--- src/rtl/core/assert_macros.svh ---
// assertion macros shared by the checked modules
`ifndef ASSERT_MACROS_SVH
`define ASSERT_MACROS_SVH

// same-cycle implication, quiet while reset is held
`define CHK_NOW(label, ante, cons) \
  label: assert property (@(posedge clk) disable iff (!rst_n) (ante) |-> (cons)) \
    else $error("check failed");

// next-cycle implication, quiet while reset is held
`define CHK_NEXT(label, ante, cons) \
  label: assert property (@(posedge clk) disable iff (!rst_n) (ante) |=> (cons)) \
    else $error("check failed");

`endif

--- src/rtl/core/cc20_pkg.sv ---
// types, constants and state helpers for the chacha20 block engine
package cc20_pkg;

  typedef logic [15:0][31:0] state_t;
  typedef logic [7:0][63:0]  data_t;

  // configuration register indexes
  typedef enum logic [2:0] {
    REG_KEY_0_7       = 3'd0,
    REG_KEY_8_15      = 3'd1,
    REG_KEY_16_23     = 3'd2,
    REG_KEY_24_31     = 3'd3,
    REG_KEY_IS_256    = 3'd4,
    REG_COUNTER_START = 3'd5,
    REG_NONCE_TAIL    = 3'd6
  } cfg_reg_t;

  typedef struct packed {
    logic [63:0] key0;
    logic [63:0] key1;
    logic [63:0] key2;
    logic [63:0] key3;
    logic        key_256;
    logic [63:0] nonce;
  } cfg_t;

  typedef struct packed {
    state_t      x;
    data_t       data;
    logic [63:0] ctr;
    logic [6:0]  cnt;
  } item_t;

  // "expand 32-byte k" and "expand 16-byte k", word 0 lowest
  localparam logic [3:0][31:0] SIGMA32 =
    {32'h6b206574, 32'h79622d32, 32'h3320646e, 32'h61707865};
  localparam logic [3:0][31:0] SIGMA16 =
    {32'h6b206574, 32'h79622d36, 32'h3120646e, 32'h61707865};

  // initial state from configuration and block counter
  function automatic state_t build_init(cfg_t c, logic [63:0] ctr);
    state_t s;
    s[3:0]   = c.key_256 ? SIGMA32 : SIGMA16;
    s[5:4]   = c.key0;
    s[7:6]   = c.key1;
    s[9:8]   = c.key_256 ? c.key2 : c.key0;
    s[11:10] = c.key_256 ? c.key3 : c.key1;
    s[13:12] = ctr;
    s[15:14] = c.nonce;
    return s;
  endfunction

  // rotate rows 1..3 so diagonals line up as columns
  function automatic item_t diag_item(item_t it);
    item_t o;
    o = it;
    for (int j = 0; j < 4; j++) begin
      o.x[4 + j]  = it.x[4 + ((j + 1) % 4)];
      o.x[8 + j]  = it.x[8 + ((j + 2) % 4)];
      o.x[12 + j] = it.x[12 + ((j + 3) % 4)];
    end
    return o;
  endfunction

  // undo the diagonal rotation
  function automatic item_t undiag_item(item_t it);
    item_t o;
    o = it;
    for (int j = 0; j < 4; j++) begin
      o.x[4 + ((j + 1) % 4)]  = it.x[4 + j];
      o.x[8 + ((j + 2) % 4)]  = it.x[8 + j];
      o.x[12 + ((j + 3) % 4)] = it.x[12 + j];
    end
    return o;
  endfunction

endpackage

--- src/rtl/core/cc20_merge.sv ---
// final add of the initial state, data xor and byte masking
module cc20_merge
  import cc20_pkg::*;
(
  input  logic       clk,
  input  logic       rst_n,
  input  cfg_t       cfg,
  input  logic       in_valid,
  input  item_t      in_item,
  output logic       in_ready,
  output logic       out_valid,
  output data_t      out_data,
  output logic [6:0] out_cnt,
  input  logic       out_ready
);

  state_t      init;
  state_t      ks;
  data_t       res_nxt;
  data_t       res_r;
  logic [6:0]  cnt_r;
  logic        valid_r;

  // rebuild the initial state; the user must keep configuration steady while items fly, not enforced here
  assign init = build_init(cfg, in_item.ctr);

  // keystream, xor, and zero the bytes at or past the count
  always_comb begin
    for (int w = 0; w < 16; w++) begin
      ks[w] = in_item.x[w] + init[w];
    end
    res_nxt = in_item.data ^ data_t'(ks);
    for (int b = 0; b < 64; b++) begin
      if (7'(b) >= in_item.cnt) begin
        res_nxt[b / 8][(b % 8) * 8 +: 8] = 8'h00;
      end
    end
  end

  // output register
  assign in_ready = !valid_r || out_ready;

  always_ff @(posedge clk) begin
    if (!rst_n) begin
      valid_r <= 1'b0;
    end else if (in_ready) begin
      valid_r <= in_valid;
    end
  end

  always_ff @(posedge clk) begin
    if (in_ready && in_valid) begin
      res_r <= res_nxt;
      cnt_r <= in_item.cnt;
    end
  end

  assign out_valid = valid_r;
  assign out_data  = res_r;
  assign out_cnt   = cnt_r;

endmodule

--- config.mk ---
export PLATFORM = sky130hd
export DESIGN_NAME = cc20_merge
export DESIGN_NICKNAME = d
export VERILOG_FILES = /design/src/rtl/core/assert_macros.svh /design/src/rtl/core/cc20_pkg.sv /design/src/rtl/core/cc20_merge.sv
export SDC_FILE = /design/constraint.sdc
export NUM_CORES = 2
export LEC_CHECK = 0
export ABC_CLOCK_PERIOD_IN_PS = 16800
export BUFFER_PORTS_ARGS = -buffer_cell sky130_fd_sc_hd__buf_4
export CAP_MARGIN = 20
export CORE_AREA = 2 2 756 758
export DETAILED_ROUTE_END_ITERATION = 6
export DIE_AREA = 0 0 758 760
export GPL_ROUTABILITY_DRIVEN = 0
export PLACE_DENSITY_LB_ADDON = 0.25
export REMOVE_ABC_BUFFERS = 1
export SLEW_MARGIN = 30
export SYNTH_ARGS = -nofsm -noshare
export SYNTH_HDL_FRONTEND = slang
export SYNTH_SLANG_ARGS = --single-unit
--- constraint.sdc ---
create_clock -name clk -period 16.8 [get_ports clk]
set_input_delay 0 -clock clk [delete_from_list [all_inputs] [get_ports clk]]
set_output_delay 0 -clock clk [all_outputs]
set_load 0.05 [all_outputs]
; ---- Word level (Yosys, flattened, before mapping)
; Index checks and enable logic that the tools add are counted.
[totals]
ff_bits = 520
out_inout_bits = 521
wordCells = 153
[op_classes]
magnitude_cmp = 64
n_reduce_logical = 3
n_mux = 3
add_sub_neg = 16
bitwise = 1
[ops]
columns = operator, n
row1 = $xor 512x512->512, 1
row2 = $add 32x32->32, 14
row3 = $ge 6x7->1 const A, 32
row4 = $mux 64, 2
row5 = $ge 5x7->1 const A, 16
row6 = $mux 67, 1
row7 = $ge 4x7->1 const A, 8
row8 = $add 32x31->32, 1
row9 = $add 32x31->32 const B, 1
row10 = $ge 3x7->1 const A, 4
row11 = $ge 1x7->1 const A, 2
row12 = $ge 2x7->1 const A, 2
row13 = $logic_and 1x1->1, 1
row14 = $logic_not 1->1, 1
row15 = $logic_or 1x1->1, 1

; ---- Logic depth before layout (Yosys ltp)
[logic_depth]
word_depth = 3
ltp_mapped = 14
depth_no_buf = 12

; ---- Worst setup path after synthesis
; OpenSTA, ideal clock, no wires.
[synth_path]
path_type = flip-flop to flip-flop
startpoint = register valid_r (netlist: out_valid)
endpoint = register cnt_r[0] (netlist: out_cnt[0]), enable pin
setup_slack_ps = 3138
setup_time_ps = 949
t_arrival_ps = 12713
period_less_slack_ps = 13662
required_ps = 15851
path_buffers = 0
path_stages_with_launch = 3
cell_sequence = dfxtp_1 -> nand2b_1 -> and2_1
[synth_via]
elab_chain_cells = 3
[synth_rtl]
columns = element, line_no
row1 = from (decl), cc20_merge.sv:22  ; logic valid_r;
row2 = from (signal assigned), cc20_merge.sv:47  ; valid_r <= in_valid;
row3 = $logic_not 1->1, cc20_merge.sv:41  ; assign in_ready = !valid_r || out_ready;
row4 = $logic_or 1x1->1, cc20_merge.sv:41
row5 = via in_ready, cc20_merge.sv:10  ; output logic in_ready,
row6 = $logic_and 1x1->1, cc20_merge.sv:52  ; if (in_ready && in_valid) begin
row7 = to (signal assigned), cc20_merge.sv:54  ; cnt_r <= in_item.cnt;
row8 = to (decl), cc20_merge.sv:21  ; logic [6:0] cnt_r;
; The timed path passes the listed nets, and every way through them passes these cells.
; A chain may end at the register's enable or synchronous reset.

; ---- Worst setup path in the final report
[layout_path]
startpoint = input port cfg[64] in the netlist's numbering
endpoint = register res_r (netlist bit out_data[287]), data pin
[layout_via]
elab_chain_cells = 3
[layout_rtl]
columns = element, line_no
row1 = from (decl), cc20_merge.sv:7  ; input cfg_t cfg,
row2 = $mux 64, cc20_pkg.sv:46  ; s[9:8] = c.key_256 ? c.key2 : c.key0;
row3 = $add 32x32->32, cc20_merge.sv:30  ; ks[w] = in_item.x[w] + init[w];
row4 = $xor 512x512->512, cc20_merge.sv:32  ; res_nxt = in_item.data ^ data_t'(ks);
row5 = to (signal assigned), cc20_merge.sv:53  ; res_r <= res_nxt;
row6 = to (decl), cc20_merge.sv:20  ; data_t res_r;
; Every way passes these cells.

==> impl_metrics.py <==
metrics = {
    "yosys": {
        "synth_ff_type": "edfxtp_1",
        "synth_fa_ha_area_frac": 0.110,
        "synthMuxAreaShare": 0.0331,
        "synth_top_family_by_area": "compound AO/OA/AOI/OAI gates",
        "synth_compound_area_frac": 0.179,
        "synth_simple_gate_area_frac": 0.138,
        "async_reset_ff_frac": 0,
        "synth_cells": 4798,
        "synth_edf_count": 519,
        "synth_warnings": 0,
        "ys_types": 76,
        "synth.ff_latch_count": 520,
        "synth.cell_area_um2": 45300,
        "seq_area_frac_synth": 0.345,
        "syn_area_per_cell_um2": 9.43,
        "synthXorXnorAreaFrac": 0.179,
    },
    "timing": {
        "slew_headroom": 0.324,
        "hold_viol": 0,
        "timing.final.crit_share": 0.333,
        "setup-tns-final_ps": 0,
        "hold-worst-slack_ps": 59.8,
        "max_freq_mhz": 179,
        "rsz0062_at_grt": "no",
        "period_minus_slack_ps": 5590,
        "slew_violations": 0,
        "worstMarginPinSlew_ps": 1010,
        "skew_ps": 39.5,
        "setup_violations": 0,
    },
    "worst_setup_path": {
        "startpoint_type": "primary input",
        "critical_path_arrival_ps": 6190,
        "required_ps": 17410,
        "cp_max_fo": 39,
        "crit_start": "cfg[64]",
        "critical_path_class": "primary input to flop",
        "cp-end-kind": "flop",
        "timing.rr.start": "out_valid",
    },
    "detailed_routing": {
        "via_count": 55100,
        "drtPass1Iterations": 6,
        "drt_iter0_drc": 4226,
        "drcViolationCount": 0,
        "drt_wl_total_mm": 554,
        "avgRoutedWirePerCell_um": 34.7,
        "ant_nets": 0,
        "routed_via_density": 3.45,
    },
    "power_and_ir_drop": {
        "max-vdd-ir-drop_uv": 70.2,
        "p_comb_frac": 0.514,
        "clkPwrFrac": 0.263,
        "power.switching_uw": 3360,
        "p_leak_uw": 0.0352,
        "sequentialPowerShare": 0.223,
        "cellPowerDensity_nw_per_um2": 89.9,
        "p_int_uw": 4460,
        "switching_share": 0.430,
    },
    "global_routing": {
        "grt_max_degree": 104,
        "use_met2": 0.284,
        "grt_overflow": 0,
        "antenna_found_initial": 385,
        "first_global_vias": 55200,
        "grtUsageMet1": 0.210,
        "met3_usage": 0.107,
        "grt_usage": 0.184,
        "busiest_layer": "met2",
        "grt_first_pass_wirelength_mm": 670,
    },
    "status": {
        "outcome": "finished, final reports clean",
    },
    "finish": {
        "drive_gt1_frac": 0.286,
        "finalNetCount": 9999,
        "syn_to_final_growth_pct": 92.3,
        "fillers": 64600,
    },
    "clocking": {
        "clockBufferDepth": 4,
        "cts_max_level": 3,
        "clk_pin_slew_ps": 60,
        "cts_made_buffers": 92,
        "cts_tree": "yes",
        "root_buffer": "clkbuf_16",
        "cts_setup_buffers": 0,
        "cts.sinks": 520,
        "clk_latency_ps": 880,
    },
    "floorplanning": {
        "start_util": 0.0797,
        "row_count": 277,
        "die_w_um": 758,
        "die_area_um2": 576000,
        "core_area_um2": 568000,
        "die_y_um": 760,
        "top_level_ports": 1941,
    },
    "placed_design": {
        "post-dp-hpwl_mm": 500,
        "portBuffers": 1940,
    },
    "flow_run": {
        "maxCapViolCount": 0,
    },
    "hold_path": {
        "worstHoldPathType": "primary input to flop",
        "min_from": "in_item[1025]",
    },
}
repair_timing:
action / CTS / global route
hold buffers: 1404 / 0
gates resized for setup: 0 / 0
setup endpoints to repair: 0 / 0
hold endpoints to repair: 571 / 0
layout by cell type (no fill, tap or decap), types with 13 or more instances in the layout:
cell | synthesis | final
a211oi_1 | 33 | 33
or2_2 | 22 | 22
xor2_1 | 238 | 237
inv_1 | 86 | 86
dlygate4sd3_1 | 0 | 1404
nand2b_1 | 43 | 43
clkbuf_16 | 0 | 92
or3_1 | 45 | 44
o21bai_1 | 60 | 60
nand3_1 | 94 | 94
clkinv_1 | 0 | 13
clkinv_2 | 0 | 18
xnor2_1 | 685 | 684
o21ai_0 | 216 | 213
and2_1 | 29 | 27
nor3_1 | 84 | 82
a21oi_1 | 424 | 408
a21o_1 | 243 | 243
o21a_1 | 38 | 37
ha_1 | 377 | 377
diode_2 | 0 | 157
o211ai_1 | 22 | 22
a2111oi_0 | 13 | 13
a21oi_2 | 0 | 15
and3_1 | 67 | 67
o31ai_1 | 17 | 16
nor2_1 | 621 | 616
edfxtp_1 | 519 | 519
buf_4 | 0 | 2005
fa_1 | 13 | 13
a31oi_1 | 56 | 53
nand4_1 | 48 | 48
nand2_1 | 222 | 221
nor2b_1 | 38 | 38
mux2_2 | 127 | 127
cell families (layout without fill, tap and decap cells):
family                   Yosys count  after routing
adder cells (fa/ha/maj)          390            390
other                              0            157
AND/OR/NAND/NOR                 1359           1359
buffers and inverters            204           3665
multiplexers                     134            134
AO/OA/AOI/OAI                   1268           1268
flip-flops                       520            520
XOR/XNOR                         923            923
power groups by stage:
stage               Sequential, µW  Clock, µW  Combinational, µW
floorplan                     2360          0               1100
detailed placement            1770          0               3340
global placement              1770          0               3350
CTS                           1750       2150               4040
global route                  1760       2160               4260
finish                        1740       2060               4020
layer usage:
layer,vias to the layer above,share of wire,routed length (µm)
li1,24600,-,-
met1,26800,0.39,214000
met2,2722,0.43,237000
met3,805,0.14,78000
met4,180,0.043,24000
met5,-,0.0022,1200
worst max-delay path: stages:
cell	delay, ps
clkbuf_8	300
buf_4	440
buf_4	660
mux2_2	410
ha_1	380
a2111oi_4	330
o21ai_2	120
a41o_1	310
a31o_4	290
a31oi_4	230
o41ai_1	190
or4b_1	470
dlygate4sd3_1	580
a21oi_1	130
dlygate4sd3_1	580
nor3_2	40
dlygate4sd3_1	580
sequential cells by signal, indices dropped and copies added, names as in the netlist:
name and count:
out_cnt 7, out_data 512, out_valid 1
layout make-up:
cell class | count | area [µm²] | area share
tap | 7533 | 9430 | 0.108
inverter | 86 | 323 | 0.00371
timing repair buffer | 3415 | 29200 | 0.336
clock inverter | 65 | 688 | 0.00791
antenna | 157 | 393 | 0.00451
clock buffer | 99 | 2330 | 0.0268
multi-input combinational | 4074 | 29100 | 0.334
sequential | 520 | 15600 | 0.179
per-stage QoR:
step	util	instance area [µm²]	setup slack (ps)	power [µW]	cells
after floorplan	-	44800	3140	3450	4680
after global placement	0.122	69400	11610	5130	14200
after detailed placement	0.123	69500	11720	5110	14200
after CTS	0.153	86600	11290	7940	15800
after global routing	0.153	86800	11050	8180	15900
final	0.153	87000	11210	7820	15900
cells in the mapped netlist, types with 10 or more instances:
cell type | number | share of area
a2111oi_0 | 13 | 0.0025
a211o_1 | 10 | 0.0019
a211oi_1 | 33 | 0.0055
a21boi_0 | 11 | 0.0018
a21o_1 | 243 | 0.040
a21oi_1 | 424 | 0.047
a31o_2 | 11 | 0.0021
a31oi_1 | 56 | 0.0077
and2_1 | 29 | 0.0040
and3_1 | 67 | 0.0093
and4_1 | 11 | 0.0021
buf_1 | 15 | 0.0012
clkbuf_1 | 103 | 0.0085
edfxtp_1 | 519 | 0.34
fa_1 | 13 | 0.0057
ha_1 | 377 | 0.10
inv_1 | 86 | 0.0071
mux2_2 | 127 | 0.032
nand2_1 | 222 | 0.018
nand2b_1 | 43 | 0.0059
nand3_1 | 94 | 0.010
nand4_1 | 48 | 0.0066
nor2_1 | 621 | 0.051
nor2b_1 | 38 | 0.0053
nor3_1 | 84 | 0.0093
nor4_1 | 12 | 0.0017
o211ai_1 | 22 | 0.0036
o21a_1 | 38 | 0.0063
o21ai_0 | 216 | 0.024
o21bai_1 | 60 | 0.010
o31ai_1 | 17 | 0.0028
o41ai_1 | 10 | 0.0019
or2_2 | 22 | 0.0030
or3_1 | 45 | 0.0062
xnor2_1 | 685 | 0.13
xor2_1 | 238 | 0.046
final timing paths:
check	to	slack, ps	cells after the start
setup / recovery	out_data[287]	11210	17
hold / removal	out_data[443]	60	5
setup reg to reg	out_data[383]	12390	6
hold reg to reg	out_data[405]	1180	2
Power figures use the tool's default switching activity.
